[src/design/plm_pkg.sv]
package plm_pkg;

    // Default sizing of the block.
    localparam int MAX_LISTS_DEF = 8;
    localparam int ID_BITS_DEF   = 32;

    // Widths of the transaction fields and of the configuration registers.
    localparam int ID_W        = 32;
    localparam int INDEX_W     = 3;
    localparam int INDEX_REACH = 8;
    localparam int COUNT_W     = 4;
    localparam int KIND_W      = 2;

    // Configuration port.
    localparam int PADDR_W   = 3;
    localparam int PDATA_W   = 32;
    localparam int REG_SEL_W = 1;

    localparam logic [REG_SEL_W-1:0] REG_MERGE_MODE = 1'b0;
    localparam logic [REG_SEL_W-1:0] REG_LIST_COUNT = 1'b1;

    typedef enum logic [KIND_W-1:0] {
        KIND_ID      = 2'd0,
        KIND_ADVANCE = 2'd1,
        KIND_JUMP    = 2'd2,
        KIND_DONE    = 2'd3
    } kind_t;

    // Per-cell control from the sequencer.
    typedef struct packed {
        logic in_use;
        logic wr_en;
        logic wr_end;
        logic out_free;
        logic tok_kill;
    } cell_ctrl_t;

    // Request a cell raises while it holds the token.
    typedef struct packed {
        logic valid;
        logic jump;
    } cell_req_t;

    // Flags that travel with the running minimum and maximum.
    typedef struct packed {
        logic any_live;
        logic any_end;
    } scan_flags_t;

endpackage

[src/design/plm_cell.sv]
module plm_cell #(
    parameter int MAX_LISTS = plm_pkg::MAX_LISTS_DEF,
    parameter int ID_BITS   = plm_pkg::ID_BITS_DEF
) (
    input  logic                             aclk,
    input  logic                             aresetn,
    input  plm_pkg::cell_ctrl_t              ctrl,
    input  logic [ID_BITS-1:0]               wr_head,
    input  plm_pkg::scan_flags_t             flags_in,
    input  logic [ID_BITS-1:0]               lo_in,
    input  logic [ID_BITS-1:0]               hi_in,
    input  logic [$clog2(MAX_LISTS+1)-1:0]   cnt_in,
    output plm_pkg::scan_flags_t             flags_out,
    output logic [ID_BITS-1:0]               lo_out,
    output logic [ID_BITS-1:0]               hi_out,
    output logic [$clog2(MAX_LISTS+1)-1:0]   cnt_out,
    input  logic [ID_BITS-1:0]               rnd_lo,
    input  logic [ID_BITS-1:0]               rnd_hi,
    input  logic                             tok_in,
    output logic                             tok_out,
    output plm_pkg::cell_req_t               req,
    output logic                             awaiting
);
    import plm_pkg::*;

    localparam int CNT_W = $clog2(MAX_LISTS + 1);

    logic [ID_BITS-1:0] head_reg;
    logic               ended_reg;
    logic               await_reg;
    logic               await_next;
    logic               tok_reg;
    logic               tok_next;
    logic               live;
    logic               need;

    scan_flags_t        flags_reg;
    scan_flags_t        flags_next;
    logic [ID_BITS-1:0] lo_reg;
    logic [ID_BITS-1:0] lo_next;
    logic [ID_BITS-1:0] hi_reg;
    logic [ID_BITS-1:0] hi_next;
    logic [CNT_W-1:0]   cnt_reg;
    logic [CNT_W-1:0]   cnt_next;

    assign live = ctrl.in_use & ~ended_reg;
    assign need = live & (head_reg == rnd_lo);

    assign req.valid = tok_reg & need;
    assign req.jump  = head_reg != rnd_hi;
    assign tok_out   = tok_reg & (~need | ctrl.out_free);
    assign awaiting  = await_reg;

    always_comb begin
        tok_next = ctrl.tok_kill ? 1'b0 : (tok_in | (tok_reg & need & ~ctrl.out_free));
        if (ctrl.wr_en) begin
            await_next = 1'b0;
        end else if (req.valid && ctrl.out_free) begin
            await_next = 1'b1;
        end else begin
            await_next = await_reg;
        end
    end

    // Fold this list into the running minimum, its multiplicity and the maximum.
    always_comb begin
        flags_next.any_end  = flags_in.any_end | (ctrl.in_use & ended_reg);
        flags_next.any_live = flags_in.any_live | live;
        lo_next  = lo_in;
        hi_next  = hi_in;
        cnt_next = cnt_in;
        if (live) begin
            if (!flags_in.any_live || head_reg < lo_in) begin
                lo_next  = head_reg;
                cnt_next = CNT_W'(1);
            end else if (head_reg == lo_in) begin
                cnt_next = cnt_in + CNT_W'(1);
            end
            if (!flags_in.any_live || head_reg > hi_in) begin
                hi_next = head_reg;
            end
        end
    end

    always_ff @(posedge aclk) begin
        if (!aresetn) begin
            ended_reg <= 1'b0;
            await_reg <= 1'b1;
            tok_reg   <= 1'b0;
        end else begin
            if (ctrl.wr_en) begin
                ended_reg <= ctrl.wr_end;
            end
            await_reg <= await_next;
            tok_reg   <= tok_next;
        end
    end

    always_ff @(posedge aclk) begin
        if (ctrl.wr_en && !ctrl.wr_end) begin
            head_reg <= wr_head;
        end
        flags_reg <= flags_next;
        lo_reg    <= lo_next;
        hi_reg    <= hi_next;
        cnt_reg   <= cnt_next;
    end

    assign flags_out = flags_reg;
    assign lo_out    = lo_reg;
    assign hi_out    = hi_reg;
    assign cnt_out   = cnt_reg;

endmodule

[src/design/posting_list_merge.sv]
// K-way merge of sorted posting lists, as union (merge_mode 0) or intersection (merge_mode 1),
// over list_count lists (0 is taken as 1, larger values saturate at the number of cells or 8).
// Every input transaction reports the new head ID of one list, or that the list has ended;
// reports from lists that owe none, from lists beyond the count, or after the merge is over
// are taken and dropped. Once every list in use has reported, the block runs a round: a
// merged-ID transaction (union, or intersection when all heads agree), then one advance or
// jump transaction per list that must move, each addressing the list that owes the next
// report; m_last marks the final transaction of the round. When the merge is over a single
// done transaction is sent and all further input is dropped until reset. Each list lives in
// one cell of a chain of MAX_LISTS cells; the running minimum, its multiplicity and the
// maximum pass from cell to cell one step per clock, and a token then walks the chain to
// collect the requests. A report that does not complete a round is recorded and checked,
// and the block returns to idle. A report that completes one is followed by the scan
// through the chain, the merged ID or done transaction, and the token walk, which ends at
// the last requesting cell; m_ready held low while a transaction waits stalls the round.
// The output register lets a finished transaction wait while the chain keeps working.
// Configuration is written through an APB-style port with merge_mode at address 0 and
// list_count at address 4.
module posting_list_merge #(
    parameter int MAX_LISTS = plm_pkg::MAX_LISTS_DEF,
    parameter int ID_BITS   = plm_pkg::ID_BITS_DEF
) (
    input  logic                          aclk,
    input  logic                          aresetn,
    // Configuration port.
    input  logic                          psel,
    input  logic                          penable,
    input  logic                          pwrite,
    input  logic [plm_pkg::PADDR_W-1:0]   paddr,
    input  logic [plm_pkg::PDATA_W-1:0]   pwdata,
    output logic [plm_pkg::PDATA_W-1:0]   prdata,
    output logic                          pready,
    // Report channel.
    input  logic                          s_valid,
    output logic                          s_ready,
    input  logic [plm_pkg::INDEX_W-1:0]   s_list_index,
    input  logic [plm_pkg::ID_W-1:0]      s_head_id,
    input  logic                          s_at_end,
    // Result channel.
    output logic                          m_valid,
    input  logic                          m_ready,
    output logic [plm_pkg::KIND_W-1:0]    m_kind,
    output logic [plm_pkg::INDEX_W-1:0]   m_target_list,
    output logic [plm_pkg::ID_W-1:0]      m_id_value,
    output logic                          m_last
);
    import plm_pkg::*;

    localparam int CNT_W  = $clog2(MAX_LISTS + 1);
    localparam int SCAN_W = $clog2(MAX_LISTS);
    localparam int NLIM   = (MAX_LISTS < INDEX_REACH) ? MAX_LISTS : INDEX_REACH;

    typedef enum logic [5:0] {
        ST_IDLE  = 6'b000001,
        ST_CHECK = 6'b000010,
        ST_SCAN  = 6'b000100,
        ST_HEAD  = 6'b001000,
        ST_REQ   = 6'b010000,
        ST_DONE  = 6'b100000
    } state_t;

    state_t               state_reg;
    state_t               state_next;

    // Configuration registers.
    logic                 mode_reg;
    logic [COUNT_W-1:0]   count_reg;
    logic [COUNT_W-1:0]   n_eff;
    logic                 apb_wr;
    logic [REG_SEL_W-1:0] reg_sel;

    // Round state.
    logic [SCAN_W-1:0]    scan_cnt_reg;
    logic [SCAN_W-1:0]    scan_cnt_next;
    logic [CNT_W-1:0]     rem_reg;
    logic [CNT_W-1:0]     rem_next;
    logic                 latch;
    scan_flags_t          rnd_flags_reg;
    logic [ID_BITS-1:0]   rnd_lo_reg;
    logic [ID_BITS-1:0]   rnd_hi_reg;
    logic                 finish;

    // Output register.
    logic                 m_valid_reg;
    logic                 m_valid_next;
    kind_t                kind_reg;
    logic [INDEX_W-1:0]   target_reg;
    logic [ID_W-1:0]      id_reg;
    logic                 last_reg;
    logic                 out_free;
    logic                 load;
    kind_t                ld_kind;
    logic [INDEX_W-1:0]   ld_target;
    logic [ID_W-1:0]      ld_id;
    logic                 ld_last;

    // Input side.
    logic                 s_fire;
    logic                 rep_ok;
    logic                 rec;
    logic [ID_BITS-1:0]   head_ext;

    // Cell chain.
    logic [MAX_LISTS-1:0]   in_use;
    logic [MAX_LISTS-1:0]   wr_sel;
    logic [MAX_LISTS-1:0]   await_vec;
    logic [INDEX_REACH-1:0] await8;
    logic                   any_await;
    cell_ctrl_t             ctrl      [MAX_LISTS];
    cell_req_t              req       [MAX_LISTS];
    logic [MAX_LISTS-1:0]   req_valid;
    logic [MAX_LISTS:0]     tok_c;
    scan_flags_t            flags_c   [MAX_LISTS+1];
    logic [ID_BITS-1:0]     lo_c      [MAX_LISTS+1];
    logic [ID_BITS-1:0]     hi_c      [MAX_LISTS+1];
    logic [CNT_W-1:0]       cnt_c     [MAX_LISTS+1];
    logic                   inject;
    logic                   tok_kill;
    logic                   req_any;
    logic                   req_jump;
    logic [INDEX_W-1:0]     req_target;

    // ------------------------------------------------------------------
    // Configuration port. Writes complete in the access cycle; reads
    // return the stored value.
    // ------------------------------------------------------------------
    assign pready  = 1'b1;
    assign apb_wr  = psel & penable & pwrite & pready;
    assign reg_sel = paddr[PADDR_W-1:2];

    always_comb begin
        case (reg_sel)
            REG_MERGE_MODE: prdata = PDATA_W'(mode_reg);
            REG_LIST_COUNT: prdata = PDATA_W'(count_reg);
            default:        prdata = '0;
        endcase
    end

    always_ff @(posedge aclk) begin
        if (!aresetn) begin
            mode_reg  <= 1'b0;
            count_reg <= COUNT_W'(1);
        end else if (apb_wr) begin
            case (reg_sel)
                REG_MERGE_MODE: mode_reg  <= pwdata[0];
                REG_LIST_COUNT: count_reg <= pwdata[COUNT_W-1:0];
                default: ;
            endcase
        end
    end

    // A count of zero acts as one list; large counts saturate at the cells
    // that a report index can reach.
    always_comb begin
        if (count_reg == '0) begin
            n_eff = COUNT_W'(1);
        end else if (count_reg > COUNT_W'(NLIM)) begin
            n_eff = COUNT_W'(NLIM);
        end else begin
            n_eff = count_reg;
        end
    end

    // ------------------------------------------------------------------
    // Input side. Reports are taken while idle and after the merge is
    // over; only a report from a list in use that owes one is recorded.
    // ------------------------------------------------------------------
    assign s_ready  = (state_reg == ST_IDLE) || (state_reg == ST_DONE);
    assign s_fire   = s_valid & s_ready;
    assign rep_ok   = ({1'b0, s_list_index} < n_eff) && await8[s_list_index];
    assign rec      = s_fire && (state_reg == ST_IDLE) && rep_ok;
    assign head_ext = ID_BITS'(s_head_id);

    assign any_await = |(await_vec & in_use);

    // ------------------------------------------------------------------
    // Chain of list cells. The head of the chain sees an empty scan.
    // ------------------------------------------------------------------
    assign flags_c[0] = '{any_live: 1'b0, any_end: 1'b0};
    assign lo_c[0]    = '1;
    assign hi_c[0]    = '0;
    assign cnt_c[0]   = '0;
    assign tok_c[0]   = inject;

    genvar gi;
    generate
        for (gi = 0; gi < INDEX_REACH; gi++) begin : g_await
            if (gi < MAX_LISTS) begin : g_cell
                assign await8[gi] = await_vec[gi];
            end else begin : g_none
                assign await8[gi] = 1'b0;
            end
        end

        for (gi = 0; gi < MAX_LISTS; gi++) begin : g_chain
            if (gi < INDEX_REACH) begin : g_reach
                assign in_use[gi] = n_eff > COUNT_W'(gi);
                assign wr_sel[gi] = s_list_index == INDEX_W'(gi);
            end else begin : g_beyond
                assign in_use[gi] = 1'b0;
                assign wr_sel[gi] = 1'b0;
            end

            assign ctrl[gi] = '{in_use:   in_use[gi],
                                wr_en:    rec & wr_sel[gi],
                                wr_end:   s_at_end,
                                out_free: out_free,
                                tok_kill: tok_kill};
            assign req_valid[gi] = req[gi].valid;

            plm_cell #(
                .MAX_LISTS (MAX_LISTS),
                .ID_BITS   (ID_BITS)
            ) u_cell (
                .aclk      (aclk),
                .aresetn   (aresetn),
                .ctrl      (ctrl[gi]),
                .wr_head   (head_ext),
                .flags_in  (flags_c[gi]),
                .lo_in     (lo_c[gi]),
                .hi_in     (hi_c[gi]),
                .cnt_in    (cnt_c[gi]),
                .flags_out (flags_c[gi+1]),
                .lo_out    (lo_c[gi+1]),
                .hi_out    (hi_c[gi+1]),
                .cnt_out   (cnt_c[gi+1]),
                .rnd_lo    (rnd_lo_reg),
                .rnd_hi    (rnd_hi_reg),
                .tok_in    (tok_c[gi]),
                .tok_out   (tok_c[gi+1]),
                .req       (req[gi]),
                .awaiting  (await_vec[gi])
            );
        end
    endgenerate

    // At most one cell holds the token, so the request is a plain OR.
    always_comb begin
        req_any    = 1'b0;
        req_jump   = 1'b0;
        req_target = '0;
        for (int i = 0; i < MAX_LISTS; i++) begin
            if (req[i].valid) begin
                req_any    = 1'b1;
                req_jump   = req[i].jump;
                req_target = req_target | INDEX_W'(i);
            end
        end
    end

    // ------------------------------------------------------------------
    // Round sequencer.
    // ------------------------------------------------------------------
    assign out_free = ~m_valid_reg | m_ready;
    assign finish   = mode_reg ? rnd_flags_reg.any_end : ~rnd_flags_reg.any_live;

    always_comb begin
        state_next    = state_reg;
        scan_cnt_next = scan_cnt_reg;
        rem_next      = rem_reg;
        latch         = 1'b0;
        load          = 1'b0;
        ld_kind       = KIND_ID;
        ld_target     = '0;
        ld_id         = '0;
        ld_last       = 1'b0;
        inject        = 1'b0;
        tok_kill      = 1'b0;
        case (state_reg)
            ST_IDLE: begin
                if (rec) begin
                    state_next = ST_CHECK;
                end
            end
            ST_CHECK: begin
                if (!any_await) begin
                    state_next    = ST_SCAN;
                    scan_cnt_next = '0;
                end else begin
                    state_next = ST_IDLE;
                end
            end
            ST_SCAN: begin
                // The chain settles one cell per cycle; the tail is latched when the
                // scan counter reaches MAX_LISTS - 1.
                if (scan_cnt_reg == SCAN_W'(MAX_LISTS - 1)) begin
                    latch      = 1'b1;
                    rem_next   = cnt_c[MAX_LISTS];
                    state_next = ST_HEAD;
                end else begin
                    scan_cnt_next = scan_cnt_reg + SCAN_W'(1);
                end
            end
            ST_HEAD: begin
                if (finish) begin
                    if (out_free) begin
                        load       = 1'b1;
                        ld_kind    = KIND_DONE;
                        ld_last    = 1'b1;
                        state_next = ST_DONE;
                    end
                end else if (!mode_reg || rnd_lo_reg == rnd_hi_reg) begin
                    if (out_free) begin
                        load       = 1'b1;
                        ld_kind    = KIND_ID;
                        ld_id      = ID_W'(rnd_lo_reg);
                        inject     = 1'b1;
                        state_next = ST_REQ;
                    end
                end else begin
                    inject     = 1'b1;
                    state_next = ST_REQ;
                end
            end
            ST_REQ: begin
                if (req_any && out_free) begin
                    load      = 1'b1;
                    ld_target = req_target;
                    if (mode_reg && req_jump) begin
                        ld_kind = KIND_JUMP;
                        ld_id   = ID_W'(rnd_hi_reg);
                    end else begin
                        ld_kind = KIND_ADVANCE;
                    end
                    ld_last  = rem_reg == CNT_W'(1);
                    rem_next = rem_reg - CNT_W'(1);
                    if (rem_reg == CNT_W'(1)) begin
                        tok_kill   = 1'b1;
                        state_next = ST_IDLE;
                    end
                end
            end
            ST_DONE: begin
                state_next = ST_DONE;
            end
            default: begin
                state_next = ST_IDLE;
            end
        endcase
    end

    assign m_valid_next = load | (m_valid_reg & ~m_ready);

    always_ff @(posedge aclk) begin
        if (!aresetn) begin
            state_reg    <= ST_IDLE;
            scan_cnt_reg <= '0;
            rem_reg      <= '0;
            m_valid_reg  <= 1'b0;
        end else begin
            state_reg    <= state_next;
            scan_cnt_reg <= scan_cnt_next;
            rem_reg      <= rem_next;
            m_valid_reg  <= m_valid_next;
        end
    end

    always_ff @(posedge aclk) begin
        if (latch) begin
            rnd_flags_reg <= flags_c[MAX_LISTS];
            rnd_lo_reg    <= lo_c[MAX_LISTS];
            rnd_hi_reg    <= hi_c[MAX_LISTS];
        end
        if (load) begin
            kind_reg   <= ld_kind;
            target_reg <= ld_target;
            id_reg     <= ld_id;
            last_reg   <= ld_last;
        end
    end

    assign m_valid       = m_valid_reg;
    assign m_kind        = kind_reg;
    assign m_target_list = target_reg;
    assign m_id_value    = id_reg;
    assign m_last        = last_reg;

    // ------------------------------------------------------------------
    // Assertions.
    // ------------------------------------------------------------------

    // At most one cell raises a request at a time.
    a_one_request: assert property (@(posedge aclk) disable iff (!aresetn)
        $onehot0(req_valid))
        else $error("more than one cell requests at once");

    // Once the merge is over the block stays finished until reset.
    a_done_sticks: assert property (@(posedge aclk) disable iff (!aresetn)
        state_reg == ST_DONE |=> state_reg == ST_DONE)
        else $error("left the finished state without reset");

    // A done transaction always closes its round.
    a_done_last: assert property (@(posedge aclk) disable iff (!aresetn)
        (m_valid && m_kind == KIND_DONE) |-> m_last)
        else $error("done transaction without last");

    // A round only starts when no list in use owes a report.
    a_round_ready: assert property (@(posedge aclk) disable iff (!aresetn)
        (state_reg == ST_CHECK && state_next == ST_SCAN) |-> !any_await)
        else $error("round started while a report is owed");

endmodule
[config.mk]
export PLATFORM = sky130hd
export DESIGN_NAME = posting_list_merge
export DESIGN_NICKNAME = d
export VERILOG_FILES = /design/src/design/plm_pkg.sv /design/src/design/plm_cell.sv /design/src/design/posting_list_merge.sv
export SDC_FILE = /design/constraint.sdc
export NUM_CORES = 2
export LEC_CHECK = 0
export ABC_AREA = 1
export BUFFER_PORTS_ARGS = -buffer_cell sky130_fd_sc_hd__buf_2
export CORE_MARGIN = 8
export CORE_UTILIZATION = 29
export DETAILED_ROUTE_END_ITERATION = 10
export HOLD_SLACK_MARGIN = 0.08
export MAX_ROUTING_LAYER = met4
export PLACE_DENSITY = 0.49
export SLEW_MARGIN = 10
export SYNTH_ARGS = -nofsm -noshare
export SYNTH_HDL_FRONTEND = slang
export SYNTH_HIERARCHICAL = 1
export SYNTH_SLANG_ARGS = --single-unit
[constraint.sdc]
create_clock -name aclk -period 7.72 [get_ports aclk]
set_input_delay 1.158 -clock aclk [delete_from_list [all_inputs] [get_ports aclk]]
set_output_delay 1.158 -clock aclk [all_outputs]
set_load 0.005 [all_outputs]
==> out/qor.yml <==
place:
  placement.cell_area_um2: 61600
  dpl_cells: 10301
  port_buffers: 91
  gp_congestion: 0.967
  post-place-ws_ns: 2.86
  dp_wirelength_mm: 190
sta:
  final_report_setup_violation_count: 0
  postLayoutSetupSlackWorst_ns: 2.79
  finalMaxSlewViolations: 0
  setup_repair_after_global_routing_missed_its_margin: "no"
  skew_ns: 0.0249
  hold_slack_ns: 0.398
  maxSlewHeadroom_pct: 21.8
  layout_worst_path_cycle_share_pct: 63.8
  max_slew.worst_pin.slew_ns: 1.17
  clock.fmax_ghz: 0.203
  finalCriticalPeriod_ns: 4.93
  timing.setup.tns_ns: 0
  timing_hold_violations_final: 0
setup_path:
  timing.critical_path.required_ns: 8.33
  cp-startpoint: "count_reg[3]"
  rr_startpoint: "count_reg[3]"
  reg2reg_to: "g_chain[2].u_cell/tok_reg"
  crit_arrival_ns: 5.54
  cp-endpoint: "g_chain[2].u_cell/tok_reg"
  worstSetupEndpointType: "flip-flop"
  setup_slack_of_the_worst_register_to_register_path_ns: 2.79
  timing_worst_setup_path_type: "flip-flop to flip-flop"
  timing.reg2reg.worst_path_depth: 14
  critical_path_launch_point_type: "flip-flop"
  crit_fanout: 41
global_route:
  groute.usage.overall_pct: 23.9
  global_route_wire_length_before_repair_mm: 357
  grt_pass1_vias: 48028
  grt_max_degree: 71
  globalRoute.totalOverflow: 0
  antenna_found_initial: 26
routing:
  drc_errors: 0
  vias: 50968
  viasPerCell: 4.85
  ant_nets: 0
  drt-wirelength-per-cell_um: 24.3
  wire_length_after_detailed_routing_mm: 255
  dr.pass1.iters: 9
  dr.first_iter.drc_count: 5045
die:
  coreArea_um2: 197000
  rows: 163
  io_pins: 151
  design.die.area_um2: 213000
  die_h_um: 462
  floorplan.initialDensity_pct: 29.2
  die_w_um: 462
final_layout:
  final_area_um2: 65500
  layoutNonFillerInstCount: 10516
  final_core_utilization_pct: 33.2
  area.growth.synth_to_final_pct: 13.5
  layout.nets: 8375
  fillCellCount: 21101
  layout-drive-gt1-share_pct: 8.71
synthesis:
  yosys_warnings: 6
  synthCells: 7482
  post_synth_instance_area_um2: 57700
  synth.avg_cell_area_um2: 7.71
power_and_ir_drop:
  total_power_mw: 14.5
  powerDensity_nw_per_um2: 221
  power.leakage_nw: 32.0
  peakVddDrop_mv: 0.191
clock_network:
  cts.root.buffer_cell: "sky130_fd_sc_hd__clkbuf_16"
  cts_htree_levels: 3
  tritoncts_num_sinks: 963
  clock_tree.buffer_depth: 3
  cts_hold_buf: 0
  clk_latency_ns: 0.77
  ctsResizeCount: 0
  postCtsSetupRepairBufs: 0
  numCtsBuffers: 108
  cts_tree: "built"
  clkSlewWorstSetupHoldPaths_ns: 0.07
flow_run:
  timing.max_cap.violations: 0
worst_hold_path:
  min_path_type: "flip-flop to flip-flop"
status:
  run_status: "completed"
==> metal layers <==
layer	vias up	GRT usage, %	routed length, um
met5	-	-	0
met1	23794	30.4	108000
met2	2099	36.6	112000
met3	537	3.54	18400
li1	24538	-	-
met4	0	12.6	16600
==> worst max-delay path, stage by stage, from the launching register on <==
cell and delay (ns):
sky130_fd_sc_hd__dfxtp_1 0.58, sky130_fd_sc_hd__inv_1 0.21, sky130_fd_sc_hd__o21ai_2 0.18, sky130_fd_sc_hd__nand2_1 0.27, sky130_fd_sc_hd__inv_2 0.09, sky130_fd_sc_hd__buf_4 0.45
sky130_fd_sc_hd__nand2_1 0.12, sky130_fd_sc_hd__nor4_1 0.32, sky130_fd_sc_hd__nand4_1 0.15, sky130_fd_sc_hd__nor3b_1 0.57, sky130_fd_sc_hd__nor2_1 0.28, sky130_fd_sc_hd__nand3_1 0.30
sky130_fd_sc_hd__nand3_4 0.17, sky130_fd_sc_hd__nor2_2 0.91, sky130_fd_sc_hd__nor2_1 0.12
==> power breakdown <==
part	internal (mW)	leakage (nW)	switching, mW
combinational	0.848	22.0	1.73
clock	3.20	1.85	2.30
sequential	5.92	8.22	0.471
==> final cells by class <==
class	instances	area (um2)	area share [%]
inverter	1115	4190	6.39
clock inverter	55	683	1.04
tap	2640	3300	5.05
timing repair buffer	206	1320	2.01
clock buffer	150	3140	4.79
antenna	10	25.0	0.0382
sequential	963	22900	35.0
multi-input combinational	5377	29900	45.7
==> placed cells by master (no fill, tap or decap), types with 89 or more instances in the layout <==
cell / instances
sky130_fd_sc_hd__nand2_1: 2274
sky130_fd_sc_hd__inv_1: 1099
sky130_fd_sc_hd__nand3_1: 612
sky130_fd_sc_hd__dfxtp_1: 603
sky130_fd_sc_hd__ha_1: 526
sky130_fd_sc_hd__nor2_1: 393
sky130_fd_sc_hd__edfxtp_1: 360
sky130_fd_sc_hd__a21oi_1: 294
sky130_fd_sc_hd__xnor2_1: 186
sky130_fd_sc_hd__nand4_1: 182
sky130_fd_sc_hd__conb_1: 173
sky130_fd_sc_hd__or2_2: 136
sky130_fd_sc_hd__o21ai_0: 119
sky130_fd_sc_hd__buf_4: 115
sky130_fd_sc_hd__clkbuf_16: 112
sky130_fd_sc_hd__buf_2: 91
sky130_fd_sc_hd__xor2_1: 89
==> worst min path at each step <==
| stage | slack (ns) | depth (start not counted) | to | startpoint |
|---|---|---|---|---|
| floorplan | 0.38 | 1 | g_chain[1].u_cell/flags_out[0] | g_chain[0].u_cell/flags_out[0] |
| finish | 0.40 | 0 | rnd_hi_reg[20] | g_chain[7].u_cell/hi_out[20] |
| CTS | 0.40 | 0 | rnd_lo_reg[2] | g_chain[7].u_cell/lo_out[2] |
| global placement | 0.39 | 0 | rnd_hi_reg[24] | g_chain[7].u_cell/hi_out[24] |
| detailed placement | 0.39 | 0 | rnd_lo_reg[31] | g_chain[7].u_cell/lo_out[31] |
| global route | 0.41 | 0 | rnd_lo_reg[21] | g_chain[7].u_cell/lo_out[21] |
Power figures use the tool's default switching activity.
